[config.mk]
export PLATFORM = sky130hd
export DESIGN_NAME = integer_to_ascii_radix_unit
export DESIGN_NICKNAME = d
export VERILOG_FILES = /design/src/rtl/ita_pkg.sv /design/src/rtl/integer_to_ascii_radix_unit.sv /design/src/rtl/ita_divider.sv /design/src/rtl/ita_emitter.sv
export SDC_FILE = /design/constraint.sdc
export NUM_CORES = 1
export LEC_CHECK = 0
export BUFFER_PORTS_ARGS = -buffer_cell sky130_fd_sc_hd__buf_2
export CAP_MARGIN = 20
export CORE_MARGIN = 3
export CORE_UTILIZATION = 40
export CTS_CLUSTER_SIZE = 24
export DETAILED_ROUTE_END_ITERATION = 16
export HOLD_SLACK_MARGIN = 0.12
export PLACE_DENSITY_LB_ADDON = 0.08
export SYNTH_ARGS = -nofsm -noshare
export SYNTH_HDL_FRONTEND = slang
export SYNTH_SLANG_ARGS = --single-unit
[constraint.sdc]
create_clock -name clk -period 4.5 [get_ports clk]
set_input_delay 1.125 -clock clk [delete_from_list [all_inputs] [get_ports clk]]
set_output_delay 1.125 -clock clk [all_outputs]
set_load 0.02 [all_outputs]
[src/rtl/ita_pkg.sv]
// Shared constants, types and helpers for the integer-to-ASCII radix unit.
package ita_pkg;

  // Input value width on the stream port and default significant bits
  localparam int VALUE_W        = 64;
  localparam int VALUE_BITS_DEF = 64;

  // Register field widths
  localparam int RADIX_W = 6;
  localparam int WIDTH_W = 5;
  localparam int CHAR_W  = 8;

  // Configuration limits and reset values
  localparam logic [RADIX_W-1:0] RADIX_MIN   = 6'd2;
  localparam logic [RADIX_W-1:0] RADIX_MAX   = 6'd36;
  localparam logic [RADIX_W-1:0] RADIX_RST   = 6'd10;
  localparam logic [WIDTH_W-1:0] WIDTH_LIMIT = 5'd16;
  localparam logic [WIDTH_W-1:0] WIDTH_RST   = 5'd0;
  localparam logic [CHAR_W-1:0]  FILL_RST    = 8'h20;

  // Character codes
  localparam logic [CHAR_W-1:0] CHAR_ZERO  = 8'h30;
  localparam logic [CHAR_W-1:0] CHAR_ALPHA = 8'h41;
  localparam logic [RADIX_W-1:0] DEC_LIMIT = 6'd10;

  // Register indexes (paddr[3:2])
  localparam logic [1:0] REG_RADIX     = 2'd0;
  localparam logic [1:0] REG_MIN_WIDTH = 2'd1;
  localparam logic [1:0] REG_FILL_CHAR = 2'd2;

  // Top-level sequencer states
  typedef enum logic [1:0] {
    T_IDLE,
    T_DIV,
    T_EMIT
  } top_state_t;

  // Character emitter states
  typedef enum logic [1:0] {
    E_IDLE,
    E_PAD,
    E_READ,
    E_DATA
  } emit_state_t;

  // Divider control and status
  typedef struct packed {
    logic load;   // take a new dividend and start
    logic start;  // divide the held quotient again
  } div_ctrl_t;

  typedef struct packed {
    logic done;       // one-cycle pulse: remainder and quotient valid
    logic quot_zero;  // held quotient is zero
  } div_stat_t;

  // Digit value 0..35 to its ASCII character
  function automatic logic [CHAR_W-1:0] digit_char(input logic [RADIX_W-1:0] d);
    logic [CHAR_W-1:0] c;
    if (d < DEC_LIMIT) begin
      c = CHAR_ZERO + {2'b00, d};
    end else begin
      c = CHAR_ALPHA + {2'b00, d - DEC_LIMIT};
    end
    return c;
  endfunction

endpackage

[src/rtl/integer_to_ascii_radix_unit.sv]
// Top level of the integer-to-ASCII radix unit: registers, sequencer, divider and emitter.
//
// Converts one unsigned value per input transaction into its ASCII text in the programmed
// radix (2..36, letters from 'A' for digits of ten and up), most significant character
// first, with leading fill characters up to min_width and tlast on the final character.
// One value is handled at a time. Each digit comes out of a bit-serial divider, and the
// characters are emitted once all digits are known; a new value is accepted once the last
// character has been loaded into the output register. Digits sit in a small digit memory
// that is always written before it is read, so no clearing pass follows reset.
// Out-of-range radix and width settings saturate.
module integer_to_ascii_radix_unit #(
  parameter int VALUE_BITS = ita_pkg::VALUE_BITS_DEF
) (
  input  logic                         clk,
  input  logic                         rst,
  // APB configuration port
  input  logic                         psel,
  input  logic                         penable,
  input  logic                         pwrite,
  input  logic [3:0]                   paddr,
  input  logic [31:0]                  pwdata,
  output logic [31:0]                  prdata,
  output logic                         pready,
  // input stream
  input  logic                         s_tvalid,
  output logic                         s_tready,
  input  logic [ita_pkg::VALUE_W-1:0]  s_tdata,   // [63:0] value
  // output stream
  output logic                         m_tvalid,
  input  logic                         m_tready,
  output logic [ita_pkg::CHAR_W-1:0]   m_tdata,   // [7:0] out_char
  output logic                         m_tlast
);

  localparam int AW = $clog2(VALUE_BITS);
  localparam int CW = $clog2(VALUE_BITS + 1);

  logic [ita_pkg::RADIX_W-1:0] radix;
  logic [ita_pkg::WIDTH_W-1:0] min_width;
  logic [ita_pkg::CHAR_W-1:0]  fill_char;
  logic [ita_pkg::RADIX_W-1:0] radix_eff;
  logic [ita_pkg::WIDTH_W-1:0] width_eff;
  logic                        cfg_wr;

  ita_pkg::top_state_t         state, state_next;
  logic [CW-1:0]               ndig, ndig_next;
  logic [CW-1:0]               ndig_inc;

  ita_pkg::div_ctrl_t          div_ctrl;
  ita_pkg::div_stat_t          div_st;
  logic [ita_pkg::RADIX_W-1:0] div_rem;
  logic                        dig_wr;
  logic                        emit_start;
  logic                        emit_busy;

  // Configuration registers
  assign pready = 1'b1;
  assign cfg_wr = psel && penable && pwrite && pready;

  always_ff @(posedge clk) begin
    if (rst) begin
      radix     <= ita_pkg::RADIX_RST;
      min_width <= ita_pkg::WIDTH_RST;
      fill_char <= ita_pkg::FILL_RST;
    end else if (cfg_wr) begin
      unique case (paddr[3:2])
        ita_pkg::REG_RADIX:     radix     <= pwdata[ita_pkg::RADIX_W-1:0];
        ita_pkg::REG_MIN_WIDTH: min_width <= pwdata[ita_pkg::WIDTH_W-1:0];
        ita_pkg::REG_FILL_CHAR: fill_char <= pwdata[ita_pkg::CHAR_W-1:0];
        default: ;
      endcase
    end
  end

  // Register readback
  always_comb begin
    unique case (paddr[3:2])
      ita_pkg::REG_RADIX:     prdata = 32'(radix);
      ita_pkg::REG_MIN_WIDTH: prdata = 32'(min_width);
      ita_pkg::REG_FILL_CHAR: prdata = 32'(fill_char);
      default:                prdata = '0;
    endcase
  end

  // Saturated working settings
  assign radix_eff = (radix < ita_pkg::RADIX_MIN) ? ita_pkg::RADIX_MIN :
                     (radix > ita_pkg::RADIX_MAX) ? ita_pkg::RADIX_MAX : radix;
  assign width_eff = (min_width > ita_pkg::WIDTH_LIMIT) ? ita_pkg::WIDTH_LIMIT : min_width;

  assign ndig_inc = ndig + 1'b1;

  // Sequencer: divide until the quotient is zero, then hand the run to the emitter
  always_comb begin
    state_next     = state;
    ndig_next      = ndig;
    s_tready       = 1'b0;
    div_ctrl.load  = 1'b0;
    div_ctrl.start = 1'b0;
    dig_wr         = 1'b0;
    emit_start     = 1'b0;
    unique case (state)
      ita_pkg::T_IDLE: begin
        s_tready = 1'b1;
        if (s_tvalid) begin
          div_ctrl.load = 1'b1;
          ndig_next     = '0;
          state_next    = ita_pkg::T_DIV;
        end
      end
      ita_pkg::T_DIV: begin
        if (div_st.done) begin
          dig_wr    = 1'b1;
          ndig_next = ndig_inc;
          if (div_st.quot_zero) begin
            emit_start = 1'b1;
            state_next = ita_pkg::T_EMIT;
          end else begin
            div_ctrl.start = 1'b1;
          end
        end
      end
      ita_pkg::T_EMIT: begin
        if (!emit_busy) begin
          state_next = ita_pkg::T_IDLE;
        end
      end
      default: state_next = ita_pkg::T_IDLE;
    endcase
  end

  always_ff @(posedge clk) begin
    if (rst) begin
      state <= ita_pkg::T_IDLE;
      ndig  <= '0;
    end else begin
      state <= state_next;
      ndig  <= ndig_next;
    end
  end

  ita_divider #(
    .VALUE_BITS (VALUE_BITS)
  ) u_div (
    .clk        (clk),
    .rst        (rst),
    .ctrl       (div_ctrl),
    .load_value (s_tdata[VALUE_BITS-1:0]),
    .radix      (radix_eff),
    .stat       (div_st),
    .rem        (div_rem)
  );

  ita_emitter #(
    .VALUE_BITS (VALUE_BITS)
  ) u_emit (
    .clk        (clk),
    .rst        (rst),
    .wr_en      (dig_wr),
    .wr_addr    (ndig[AW-1:0]),
    .wr_digit   (div_rem),
    .start      (emit_start),
    .num_digits (ndig_inc),
    .min_width  (width_eff),
    .fill_char  (fill_char),
    .busy       (emit_busy),
    .out_valid  (m_tvalid),
    .out_ready  (m_tready),
    .out_char   (m_tdata),
    .out_last   (m_tlast)
  );

  // Divider results only arrive while the sequencer is dividing
  a_done_in_div: assert property (@(posedge clk) disable iff (rst)
    div_st.done |-> state == ita_pkg::T_DIV)
    else $error("divider done outside divide phase");

  // Digit count never exceeds the digit memory depth
  a_ndig_range: assert property (@(posedge clk) disable iff (rst)
    ndig <= CW'(VALUE_BITS))
    else $error("digit count overflow");

  // Digit memory is not written while the emitter reads it
  a_no_wr_emit: assert property (@(posedge clk) disable iff (rst)
    emit_busy |-> !dig_wr)
    else $error("digit write during emission");

  // An accepted value starts a division
  a_accept_div: assert property (@(posedge clk) disable iff (rst)
    (s_tvalid && s_tready) |=> (state == ita_pkg::T_DIV && !emit_busy))
    else $error("accepted value did not start division");

endmodule

[src/rtl/ita_divider.sv]
// Bit-serial restoring divider: one quotient bit per cycle by the radix.
module ita_divider #(
  parameter int VALUE_BITS = ita_pkg::VALUE_BITS_DEF
) (
  input  logic                         clk,
  input  logic                         rst,
  input  ita_pkg::div_ctrl_t           ctrl,
  input  logic [VALUE_BITS-1:0]        load_value,
  input  logic [ita_pkg::RADIX_W-1:0]  radix,
  output ita_pkg::div_stat_t           stat,
  output logic [ita_pkg::RADIX_W-1:0]  rem
);

  localparam int CNT_W = $clog2(VALUE_BITS);
  localparam logic [CNT_W-1:0] CNT_LAST = CNT_W'(VALUE_BITS - 1);

  logic [VALUE_BITS-1:0]       quot;
  logic [ita_pkg::RADIX_W-1:0] rmd;
  logic [CNT_W-1:0]            cnt;
  logic                        busy;
  logic                        done;

  logic [ita_pkg::RADIX_W:0]   trial;
  logic                        qbit;
  logic [ita_pkg::RADIX_W:0]   trial_sub;

  // Shift the next dividend bit into the partial remainder
  assign trial     = {rmd, quot[VALUE_BITS-1]};
  assign qbit      = (trial >= {1'b0, radix});
  assign trial_sub = trial - {1'b0, radix};

  // Control: busy flag, bit counter, done pulse
  always_ff @(posedge clk) begin
    if (rst) begin
      busy <= 1'b0;
      done <= 1'b0;
      cnt  <= '0;
    end else begin
      done <= 1'b0;
      if (ctrl.load || ctrl.start) begin
        busy <= 1'b1;
        cnt  <= '0;
      end else if (busy) begin
        if (cnt == CNT_LAST) begin
          busy <= 1'b0;
          done <= 1'b1;
        end
        cnt <= cnt + 1'b1;
      end
    end
  end

  // Datapath: quotient shifts left as the dividend shifts out
  always_ff @(posedge clk) begin
    if (ctrl.load) begin
      quot <= load_value;
      rmd  <= '0;
    end else if (ctrl.start) begin
      rmd  <= '0;
    end else if (busy) begin
      quot <= {quot[VALUE_BITS-2:0], qbit};
      rmd  <= qbit ? trial_sub[ita_pkg::RADIX_W-1:0] : trial[ita_pkg::RADIX_W-1:0];
    end
  end

  assign stat.done      = done;
  assign stat.quot_zero = (quot == '0);
  assign rem            = rmd;

endmodule

[src/rtl/ita_emitter.sv]
// Digit store and character emitter: padding first, then digits most significant first.
module ita_emitter #(
  parameter int VALUE_BITS = ita_pkg::VALUE_BITS_DEF
) (
  input  logic                                clk,
  input  logic                                rst,
  // digit writes, least significant digit at address 0
  input  logic                                wr_en,
  input  logic [$clog2(VALUE_BITS)-1:0]       wr_addr,
  input  logic [ita_pkg::RADIX_W-1:0]         wr_digit,
  // run start
  input  logic                                start,
  input  logic [$clog2(VALUE_BITS+1)-1:0]     num_digits,
  input  logic [ita_pkg::WIDTH_W-1:0]         min_width,
  input  logic [ita_pkg::CHAR_W-1:0]          fill_char,
  output logic                                busy,
  // character stream
  output logic                                out_valid,
  input  logic                                out_ready,
  output logic [ita_pkg::CHAR_W-1:0]          out_char,
  output logic                                out_last
);

  localparam int AW = $clog2(VALUE_BITS);
  localparam int CW = $clog2(VALUE_BITS + 1);

  logic [ita_pkg::RADIX_W-1:0] mem [VALUE_BITS];
  logic [ita_pkg::RADIX_W-1:0] rd_data;

  ita_pkg::emit_state_t        state, state_next;
  logic [ita_pkg::WIDTH_W-1:0] pad_cnt, pad_cnt_next;
  logic [AW-1:0]               dig_idx, dig_idx_next;
  logic [ita_pkg::CHAR_W-1:0]  fill_reg, fill_reg_next;
  logic                        out_valid_next;
  logic [ita_pkg::CHAR_W-1:0]  out_char_next;
  logic                        out_last_next;

  logic [CW-1:0]               width_ext;
  logic [CW-1:0]               pad_calc;
  logic [CW-1:0]               last_idx;
  logic                        out_free;

  // Digit memory, registered read at the current digit index
  always_ff @(posedge clk) begin
    if (wr_en) begin
      mem[wr_addr] <= wr_digit;
    end
    rd_data <= mem[dig_idx];
  end

  assign width_ext = CW'(min_width);
  assign pad_calc  = (width_ext > num_digits) ? (width_ext - num_digits) : '0;
  assign last_idx  = num_digits - 1'b1;
  assign out_free  = !out_valid || out_ready;

  // Next state and output register
  always_comb begin
    state_next     = state;
    pad_cnt_next   = pad_cnt;
    dig_idx_next   = dig_idx;
    fill_reg_next  = fill_reg;
    out_valid_next = out_valid && !out_ready;
    out_char_next  = out_char;
    out_last_next  = out_last;
    unique case (state)
      ita_pkg::E_IDLE: begin
        if (start) begin
          pad_cnt_next  = pad_calc[ita_pkg::WIDTH_W-1:0];
          dig_idx_next  = last_idx[AW-1:0];
          fill_reg_next = fill_char;
          state_next    = (pad_calc != '0) ? ita_pkg::E_PAD : ita_pkg::E_READ;
        end
      end
      ita_pkg::E_PAD: begin
        if (out_free) begin
          out_valid_next = 1'b1;
          out_char_next  = fill_reg;
          out_last_next  = 1'b0;
          pad_cnt_next   = pad_cnt - 1'b1;
          if (pad_cnt == 1) begin
            state_next = ita_pkg::E_READ;
          end
        end
      end
      ita_pkg::E_READ: begin
        state_next = ita_pkg::E_DATA;
      end
      ita_pkg::E_DATA: begin
        if (out_free) begin
          out_valid_next = 1'b1;
          out_char_next  = ita_pkg::digit_char(rd_data);
          out_last_next  = (dig_idx == '0);
          if (dig_idx == '0) begin
            state_next = ita_pkg::E_IDLE;
          end else begin
            dig_idx_next = dig_idx - 1'b1;
            state_next   = ita_pkg::E_READ;
          end
        end
      end
      default: state_next = ita_pkg::E_IDLE;
    endcase
  end

  // State and control registers
  always_ff @(posedge clk) begin
    if (rst) begin
      state     <= ita_pkg::E_IDLE;
      out_valid <= 1'b0;
    end else begin
      state     <= state_next;
      out_valid <= out_valid_next;
    end
  end

  // Payload registers
  always_ff @(posedge clk) begin
    pad_cnt  <= pad_cnt_next;
    dig_idx  <= dig_idx_next;
    fill_reg <= fill_reg_next;
    out_char <= out_char_next;
    out_last <= out_last_next;
  end

  assign busy = (state != ita_pkg::E_IDLE);

endmodule

==> impl_metrics.py <==
metrics = {
    "die": {
        "die_w_um": 241,
        "io_pins": 151,
        "coreArea_sq_um": 54100,
        "die_y_um": 241,
        "die_area_sq_um": 57800,
        "initial_core_util_pct": 40.6,
        "fp-row-count": 85,
    },
    "critical_path": {
        "worst_ep_arrival_time_ns": 2.08,
        "worst_setup_path_end_kind": "output pin",
        "critPathBufInv": 2,
        "r2r_cells": 12,
        "critPathLaunchType": "input port",
        "worstPathMaxFanout": 15,
        "path_delay_family": "simple AND/OR/NAND/NOR gates",
        "required_ns": 3.38,
        "r2r_setup_slack_ns": 1.35,
        "slowest_stage": "nor2b_1",
        "path_cells": "buf_2 > nor2b_1 > nand2_1 > o21ai_0 > buf_2",
        "crit_type": "in2out",
        "slowest_delay_ns": 0.37,
        "worst_path_most_repeated_cell": "buf_2",
        "crit_cells": 5,
    },
    "clocking": {
        "post_cts_resized": 0,
        "cts_hold_buffers": 0,
        "clock-root-buffer": "clkbuf_16",
        "cts_tree": "yes",
        "clk_transition_reported_paths_ns": 0.06,
        "cts_buffer_depth": 3,
        "cts_setup_buffers": 0,
        "cts.sinks": 527,
        "h-tree-depth": 2,
        "cts_buffers": 56,
        "clkLatencyLatePin_ns": 0.60,
    },
    "logic_synthesis": {
        "synthAdderAreaFrac_pct": 1.38,
        "ys_seq_elements": 527,
        "synth_top_family_by_area": "multiplexers",
        "synth_edf_count": 476,
        "ys_seq_area_share_pct": 69.6,
        "synth.avg_cell_area_sq_um": 15.2,
        "synthSimpleGateAreaFrac_pct": 9.51,
        "synth.area.mux_share_pct": 11.0,
        "yosys.area_share.xor_xnor_pct": 1.19,
        "synth_compound_area_share_pct": 4.61,
        "ys_warn_count": 0,
        "synth_cell_types": 58,
        "synth_flop_cell": "edfxtp_1",
        "synth_area_sq_um": 22000,
        "syn_inst": 1451,
        "synthArstFlopShare_pct": 0,
    },
    "global_routing": {
        "grt_overflow": 0,
        "track_usage_pct": 17.6,
        "met1_usage_pct": 24.5,
        "antenna_found_initial": 0,
        "grt_use_met2_pct": 28.3,
        "grt_max_degree": 69,
        "met3_usage_pct": 3.31,
        "grt_pass1_wl_um": 76600,
        "top_usage_layer": "met2",
        "grt_pass1_vias": 12600,
    },
    "pwr": {
        "power.density_nw_per_um2": 437,
        "pwr-share-clk_pct": 42.3,
        "p_leak_uw": 0.00878,
        "ir_drop_mv": 0.308,
        "p_seq_share_pct": 52.1,
        "netSwitchingFraction_pct": 22.2,
        "combPwrFrac_pct": 5.5,
        "intPower_uw": 8510,
        "p_sw_uw": 2420,
    },
    "layout": {
        "final_common_cell": "edfxtp_1",
        "fillCellCount": 4796,
        "multi_input_area_sq_um": 6210,
        "area_growth_pct": 13.6,
        "nNetsFinal": 1680,
        "top_regs": "u_emit.mem (384), u_div.quot (64)",
        "antenna_cells": 0,
        "layout_common_cells": "476 x edfxtp_1, 244 x nand2_1, 128 x nor2_1",
        "layout-drive-gt1-share_pct": 20.4,
        "seqCellArea_sq_um": 15300,
        "final_util_pct": 46.2,
        "regMostFlops": "u_emit.mem",
        "largest_reg_flops": 384,
        "design_area_sq_um": 25000,
    },
    "timing": {
        "worstMarginPinSlew_ns": 1.08,
        "slew_headroom_pct": 27.8,
        "min_period_ns": 3.21,
        "max_freq_ghz": 0.312,
        "hold-worst-slack_ns": 0.484,
        "slew_viol_final": 0,
        "worst_slack_ns": 1.29,
        "finalSetupTns_ns": 0,
        "fin_crit_sh_pct": 71.2,
        "setup_viol": 0,
        "skew_ns": 0.0119,
        "rsz0062_at_grt": "false",
        "hold_viol": 0,
    },
    "job": {
        "maxCapViolations": 0,
    },
    "drt": {
        "drcViolationCount": 0,
        "first_iter_violations": 898,
        "vias": 12200,
        "drt_wl_total_um": 50100,
        "routedWlPerCell_um": 21.8,
        "ant_nets": 0,
        "via_per_inst": 5.31,
        "drtPass1Iterations": 5,
    },
    "run_status": {
        "status": "completed",
    },
    "placement": {
        "placed_area_sq_um": 23100,
        "portBuffers": 99,
        "dp_hpwl_um": 30900,
        "gp_congestion": 0.769,
        "post-place-ws_ns": 1.30,
    },
    "worst_hold_path": {
        "hold_depth": 2,
        "hp-class": "reg2reg",
    },
}
==> area by class of cell <==
type / count / share of cell area, %
Tap cell: 696 / 3.48
Clock buffer: 64 / 5.81
Inverter: 21 / 0.315
Timing Repair Buffer: 119 / 2.66
Clock inverter: 42 / 1.58
Sequential cell: 527 / 61.3
Multi-Input combinational cell: 825 / 24.9
==> synthesized netlist by cell type (3+ instances only) <==
master | instances | area share [%]
buf_4 | 28 | 0.96
clkbuf_1 | 55 | 0.94
a21oi_1 | 18 | 0.41
nor4_1 | 17 | 0.48
nand2_1 | 246 | 4.2
a211o_1 | 3 | 0.12
ha_1 | 21 | 1.2
nand3_1 | 21 | 0.48
xnor2_1 | 17 | 0.68
o21a_1 | 6 | 0.20
nor2b_1 | 13 | 0.37
a221oi_1 | 12 | 0.48
a22o_1 | 13 | 0.52
mux2i_1 | 25 | 1.1
o221ai_1 | 6 | 0.24
nand3b_1 | 6 | 0.20
a211oi_1 | 7 | 0.24
nor2_1 | 129 | 2.2
nor3_1 | 8 | 0.18
or4_1 | 3 | 0.10
and2_1 | 4 | 0.11
mux4_2 | 96 | 9.8
nand2b_1 | 6 | 0.17
and3_1 | 3 | 0.085
dfxtp_1 | 51 | 4.6
inv_1 | 21 | 0.36
o31a_1 | 4 | 0.16
buf_2 | 13 | 0.30
edfxtp_1 | 476 | 65
o21ai_0 | 27 | 0.61
a22oi_1 | 35 | 1.2
xor2_1 | 13 | 0.52
buf_1 | 5 | 0.085
nand4_1 | 10 | 0.28
==> stage by stage <==
step	cells	total power, uW
3_3_place_gp	2187	6400
6_report	2294	10900
2_1_floorplan	1474	6180
5_1_grt	2294	11400
4_1_cts	2293	11100
3_5_place_dp	2187	6430
==> power by group through the flow <==
stage | Sequential, uW | Clock, uW | Combinational (uW)
global route | 5710 | 4970 | 690
global placement | 5800 | 0 | 604
detailed placement | 5800 | 0 | 624
CTS | 5700 | 4750 | 626
finish | 5700 | 4630 | 607
floorplan | 5890 | 0 | 294
==> cell families after synthesis <==
family          Yosys count
compound gates          144
flops                   527
other cells               2
simple gates            481
fa+ha+maj                23
xor+xnor                 30
mux                     122
buf+inv                 122
==> worst reg2reg max path, delay by kind of cell (launching register included) <==
family	cells	cell delay (ns)
flops	1	0.34
simple gates	5	1.04
compound gates	4	0.98
buf+inv	1	0.06
fa+ha+maj	1	0.28
mux	1	0.36
==> layer usage <==
layer	routed length, um	part of all wire [%]
met3	2760	5.5
met2	23800	48
met1	22300	45
met4	1140	2.3
met5	0	0
==> path summary, 6_finish.rpt <==
| path | from | end |
|---|---|---|
| setup / recovery | paddr[2] | prdata[1] |
| hold reg to reg | min_width[0] | min_width[0] |
| setup reg to reg | radix[2] | u_div.rem[0] |
| hold / removal | min_width[0] | min_width[0] |
Note: power is estimated with default switching activity, not from simulation.
